### config.mk
export PLATFORM = sky130hd
export DESIGN_NAME = afc_cell
export DESIGN_NICKNAME = d
export VERILOG_FILES = /design/src/hw/rtl/afc_pkg.sv /design/src/hw/rtl/afc_cell.sv
export SDC_FILE = /design/constraint.sdc
export NUM_CORES = 2
export LEC_CHECK = 0
export BUFFER_PORTS_ARGS = -buffer_cell sky130_fd_sc_hd__buf_2
export CORE_UTILIZATION = 49
export CTS_CLUSTER_SIZE = 24
export DETAILED_ROUTE_END_ITERATION = 6
export GPL_TIMING_DRIVEN = 0
export HOLD_SLACK_MARGIN = 0.05
export PLACE_DENSITY = 0.78
export SLEW_MARGIN = 20
export SYNTH_ARGS = -nofsm -noshare
export SYNTH_HDL_FRONTEND = slang
export SYNTH_SLANG_ARGS = --single-unit
### constraint.sdc
create_clock -name clk_i -period 8.95 [get_ports clk_i]
set_clock_uncertainty 0.15 [all_clocks]
set_input_delay 1.3425 -clock clk_i [delete_from_list [all_inputs] [get_ports clk_i]]
set_output_delay 1.3425 -clock clk_i [all_outputs]
set_load 0.02 [all_outputs]
### src/hw/rtl/afc_pkg.sv
package afc_pkg;

  localparam int PlaneCount   = 4;
  localparam int CoordBits    = 16;
  localparam int NumPlaneRegs = 4;
  localparam int PlaneW       = 64;
  localparam int FieldW       = 16;
  localparam int NormFracBits = 14;
  localparam int CfgIdxW      = 4;
  localparam int PlaneIdxW    = $clog2(NumPlaneRegs);

  // control that travels with an item from cell to cell
  typedef struct packed {
    logic valid;
    logic vis;
  } cell_ctl_t;

endpackage

### src/hw/rtl/afc_cell.sv
module afc_cell #(
  parameter int COORD_BITS = 16
) (
  input  logic                           clk_i,
  input  logic                           rst_ni,
  input  logic [afc_pkg::PlaneW-1:0]     plane_i,
  input  afc_pkg::cell_ctl_t             ctl_i,
  input  logic signed [COORD_BITS-1:0]   lo_i [3],
  input  logic signed [COORD_BITS-1:0]   hi_i [3],
  output afc_pkg::cell_ctl_t             ctl_o,
  output logic signed [COORD_BITS-1:0]   lo_o [3],
  output logic signed [COORD_BITS-1:0]   hi_o [3]
);
  import afc_pkg::*;

  localparam int ProdW   = COORD_BITS + FieldW;
  localparam int SumW    = COORD_BITS + FieldW + 2;
  localparam int ScaledW = FieldW + NormFracBits;
  localparam int DotW    = (SumW > ScaledW) ? SumW : ScaledW;

  logic signed [FieldW-1:0]     norm_w   [3];
  logic signed [COORD_BITS-1:0] corner_w [3];
  logic signed [ProdW-1:0]      prod_d   [3];
  logic signed [ProdW-1:0]      prod_q   [3];

  cell_ctl_t                    ctl_s1_q;
  logic signed [COORD_BITS-1:0] lo_s1_q [3];
  logic signed [COORD_BITS-1:0] hi_s1_q [3];

  cell_ctl_t                    ctl_s2_q;
  logic signed [COORD_BITS-1:0] lo_s2_q [3];
  logic signed [COORD_BITS-1:0] hi_s2_q [3];

  logic signed [FieldW-1:0]     dist_w;
  logic signed [DotW-1:0]       dot_w;
  logic signed [DotW-1:0]       dist_scaled_w;
  logic                         pass_w;

  // p-vertex: negative normal component picks the min corner
  always_comb begin
    for (int a = 0; a < 3; a++) begin
      norm_w[a]   = $signed(plane_i[FieldW*a +: FieldW]);
      corner_w[a] = norm_w[a][FieldW-1] ? lo_i[a] : hi_i[a];
      prod_d[a]   = ProdW'(norm_w[a]) * ProdW'(corner_w[a]);
    end
  end

  always_ff @(posedge clk_i or negedge rst_ni) begin
    if (!rst_ni) begin
      ctl_s1_q <= '0;
    end else begin
      ctl_s1_q <= ctl_i;
    end
  end

  always_ff @(posedge clk_i) begin
    prod_q  <= prod_d;
    lo_s1_q <= lo_i;
    hi_s1_q <= hi_i;
  end

  // the user must change plane registers only while no item is in flight; the block itself does not enforce this
  assign dist_w        = $signed(plane_i[PlaneW-1 -: FieldW]);
  assign dot_w         = DotW'(prod_q[0]) + DotW'(prod_q[1]) + DotW'(prod_q[2]);
  assign dist_scaled_w = DotW'($signed({dist_w, {NormFracBits{1'b0}}}));
  assign pass_w        = dist_scaled_w < dot_w;

  always_ff @(posedge clk_i or negedge rst_ni) begin
    if (!rst_ni) begin
      ctl_s2_q <= '0;
    end else begin
      ctl_s2_q.valid <= ctl_s1_q.valid;
      ctl_s2_q.vis   <= ctl_s1_q.vis & pass_w;
    end
  end

  always_ff @(posedge clk_i) begin
    lo_s2_q <= lo_s1_q;
    hi_s2_q <= hi_s1_q;
  end

  assign ctl_o = ctl_s2_q;
  assign lo_o  = lo_s2_q;
  assign hi_o  = hi_s2_q;

endmodule

### Yosys cells after proc, flatten, opt, wreduce, memory -nomap -nowiden

Index checks and enable logic that the tools add are counted.

| word-level totals | value |
|---|---|
| register bits after elaboration | 292 |
| input bits | 164 |
| output and inout port bits | 98 |
| logic and storage cells | 29 |

| operators by class | value |
|---|---|
| $add $sub $neg | 2 |
| multipliers | 3 |
| $lt $le $gt $ge | 1 |
| multiplexer cells | 3 |
| bitwise gates (word level) | 1 |

Operators by type and width:

| cell | number |
|---|---|
| $mul 16x16->32 | 3 |
| $mux 16 | 3 |
| $add 33x32->34 | 1 |
| $lt 30x34->1 | 1 |
| $add 32x32->33 | 1 |
| $and 1x1->1 | 1 |

### Longest topological paths before layout

| logic depth | value |
|---|---|
| depth in word-level cells | 4 |
| depth in mapped cells | 28 |
| gate-level depth less buffers | 26 |

### Worst setup path after synthesis

Ideal clock, no wire load.

| timing | value |
|---|---|
| path kind | input port to flip-flop |
| from | input port plane_i[15] in the netlist's numbering |
| to | register prod_q[89] in the netlist's numbering |
| library setup time | 0.121 ns |
| arrival time | 7.738 ns |
| required time | 8.679 ns |
| path slack | 0.940 ns |
| cell stages on the path | 26 |
| path buffers | 3 |
| path through | clkbuf_1 -> clkbuf_1 -> nand2_1 -> o21ai_0 -> clkbuf_1 -> nand2_1 -> fa_1 -> inv_1 -> fa_1 -> inv_1 -> fa_1 -> inv_1 -> fa_1 -> fa_1 -> inv_1 -> fa_1 -> inv_1 -> ha_1 -> nand3_1 -> or4b_1 -> a21oi_1 -> o211ai_1 -> a31oi_1 -> o311a_1 -> mux2i_1 -> nand2_1 |

RTL lines:

| what | RTL line | source |
|---|---|---|
| start, declared | afc_cell.sv:6 | `input logic [afc_pkg::PlaneW-1:0] plane_i,` |
| end signal, assigned | afc_cell.sv:57 | `prod_q <= prod_d;` |
| end, declared | afc_cell.sv:24 | `logic signed [ProdW-1:0] prod_q [3];` |

==> results.ini <==
[run_status]
status = completed

[die]
core_area_sq_um = 77500
die_width_um = 282
dieArea_sq_um = 79400
ioPinCount = 262
start_util_pct = 49.5
rows = 102
die_h_um = 282

[global_routing]
grt_max_degree = 16
grt-ovfl-total = 0
grt_pass1_wl_mm = 152
grt_pass1_vias = 29200
grtUsageTotal_pct = 24.6
grt_antenna_before_repair = 2

[synthesis]
yosys_warnings = 0
synth_async_sr_flop_share_pct = 1.37
synth_ff_type = dfxtp_1
yosys.area_share.simple_pct = 13.0
synth_nets = 5205
yosysTopAreaCell = fa_1
yosys.area_share.adder_pct = 52.5
synth_top_area_share_pct = 42.8
ys_ff_latch = 292
yosys.cell_types.count = 68
synth_top_family_by_area = adder cells
avgSynthCellArea_sq_um = 9.77
post-synth-top-count-cell = inv_1
syn_area_sq_um = 38300
synth_compound_area_share_pct = 6.44
synth_xor_area_share_pct = 2.72
synth_cells = 3924
seq_area_frac_synth_pct = 15.3
synth_common_cells = 907 x inv_1, 819 x fa_1, 392 x nand2_1, 298 x ha_1, 288 x dfxtp_1
yosys-top-cells-area = fa_1 43%, dfxtp_1 15%, ha_1 9.7%
synth-edff-count = 0
synth.area.mux_share_pct = 0.131

[timing]
period_needed_ps = 8630
rsz0062_at_grt = yes
drv_slew = 0
fmax_mhz = 116
setup_ws_ps = 325
final-hold-violation-count = 0
period_share_pct = 96.4
worstMarginPinSlew_ps = 1170
max-slew-margin-rel_pct = 21.1
setup-violations-final = 0

[critical_path]
crit_family = adder cells
crit_required_ps = 9270
start_kind = input port
critical_path_class = in -> reg
r2r_end = ctl_o[0]
crit_top_cell = fa_1
r2r_setup_slack_ps = 2810
critPathArrivalTime_ps = 8950
cpPeakStageDelay_ps = 590
worst-path-max-fanout = 10
rr_worst_depth = 21
cp-end-kind = flop
reg2reg_from = prod_q[65]
cp_num_buf_inv = 7
cp_slowest_cell = fa_1

[placement]
gp_congestion = 0.956
portBuffers = 261
place_area_sq_um = 41000
dpl.hpwl_mm = 80.0
dp_slack_ps = -669

[final_layout]
layout-drive-gt1-share_pct = 8.46
layout.nets = 5499
fin_area_sq_um = 42100
postLayoutCoreUtil_pct = 54.3
areaGrowthSynthToFinish_pct = 9.79
antennaDiodeCount = 0

[hold_path]
whs_endpoint = hi_o[6]
hp-start = hi_s1_q[6]
hold_path_depth = 0
hold_class = reg -> reg

[clocking]
cts_buffers = 31
cts_tree = built
clk_pin_slew_worst_paths_ps = 70
root_buffer = clkbuf_16
clk_path_buf_depth = 3
cts.sinks = 292
clk_latency_ps = 630
holdBufCountCts = 0
htree_levels = 1

[detailed_routing]
ant_nets = 0
wl_per_cell_um = 17.6
wl_mm = 92.9
vias = 27200
drt_iter0_markers = 1638
drc = 0
first_pass_iters = 6
viasPerCell = 5.14

[flow_run]
max_cap_violations = 0

==> layout make-up <==
class | instances | area [sq um]
Buffer | 106 | 409
Sequential cell | 292 | 5870
Inverter | 907 | 3400
Clock buffer | 37 | 828
Tap cell | 1040 | 1300
Fill cell | 6783 | 35400
Multi-Input combinational cell | 2619 | 28700
Clock inverter | 21 | 279
Timing Repair Buffer | 261 | 1310
==> sequential cells by signal, indices dropped and copies added (netlist names) <==
| name | count |
|---|---|
| hi_s1_q | 48 |
| lo_o | 48 |
| lo_s1_q | 48 |
| prod_q | 96 |
| ctl_o | 2 |
| ctl_s1_q | 2 |
| hi_o | 48 |
==> worst max path at each step <==
stage / from / to / slack (ps) / cells past startpoint
after floorplan: plane_i[15] / prod_q[89] / 940 / 26
after global placement: plane_i[47] / prod_q[31] / -650 / 27
after detailed placement: plane_i[47] / prod_q[31] / -670 / 27
after CTS: plane_i[47] / prod_q[31] / 140 / 27
after global routing: plane_i[47] / prod_q[31] / -10 / 27
final: plane_i[47] / prod_q[31] / 320 / 25
==> metal layers <==
| metal | global-route usage (%) | vias up | wire, um |
|---|---|---|---|
| li1 | - | 12300 | - |
| met1 | 32.2 | 13700 | 38000 |
| met2 | 40.5 | 934 | 44300 |
| met3 | 4.71 | 217 | 6710 |
| met4 | 9.28 | 2 | 3910 |
| met5 | 0 | - | 13 |
==> per-stage QoR <==
stage | std cells | hold slack, ps | setup TNS [ps]
6_report | 5283 | 156 | 0
5_1_grt | 5283 | 162 | -14.0
4_1_cts | 5283 | 151 | 0
3_5_place_dp | 5225 | 162 | -5330
3_3_place_gp | 5225 | 160 | -4400
2_1_floorplan | 3924 | 160 | 0
==> layout by cell type, fill, tap and decap left out, types with 15 or more instances in the layout <==
| master | Yosys | layout |
|---|---|---|
| inv_1 | 907 | 907 |
| fa_1 | 819 | 819 |
| nand2_1 | 392 | 392 |
| ha_1 | 298 | 298 |
| dfxtp_1 | 288 | 288 |
| buf_2 | 0 | 261 |
| nor2b_1 | 212 | 212 |
| and2_1 | 179 | 179 |
| a21oi_1 | 114 | 113 |
| clkbuf_1 | 104 | 99 |
| xnor2_1 | 92 | 92 |
| nor2_1 | 88 | 88 |
| o21ai_0 | 70 | 67 |
| a21o_1 | 64 | 64 |
| clkbuf_16 | 0 | 31 |
| nand2b_1 | 30 | 30 |
| nor3_1 | 28 | 28 |
| xor2_1 | 27 | 27 |
| o21a_1 | 22 | 22 |
| nand3_1 | 20 | 20 |
| or2_2 | 18 | 18 |
| o21bai_1 | 15 | 15 |
==> repair_timing <==
action / CTS / global route
endpoints found under the hold margin: 0 / 0
setup buffers: 0 / 0
pin swaps: 0 / 0
endpoints found under the setup margin: 2 / 16
resized for setup: 2 / 26
==> cell families (layout without fill, tap and decap cells) <==
family                   Yosys count  after routing
buffers and inverters           1013           1332
flip-flops                       292            292
adder cells (fa/ha/maj)         1117           1117
XOR/XNOR                         119            119
multiplexers                       5              5
AO/OA/AOI/OAI                    382            382
AND/OR/NAND/NOR                  996            996
Power is not shown: default switching activity piles up to over one toggle a cycle in this logic, so the estimate is an artifact.
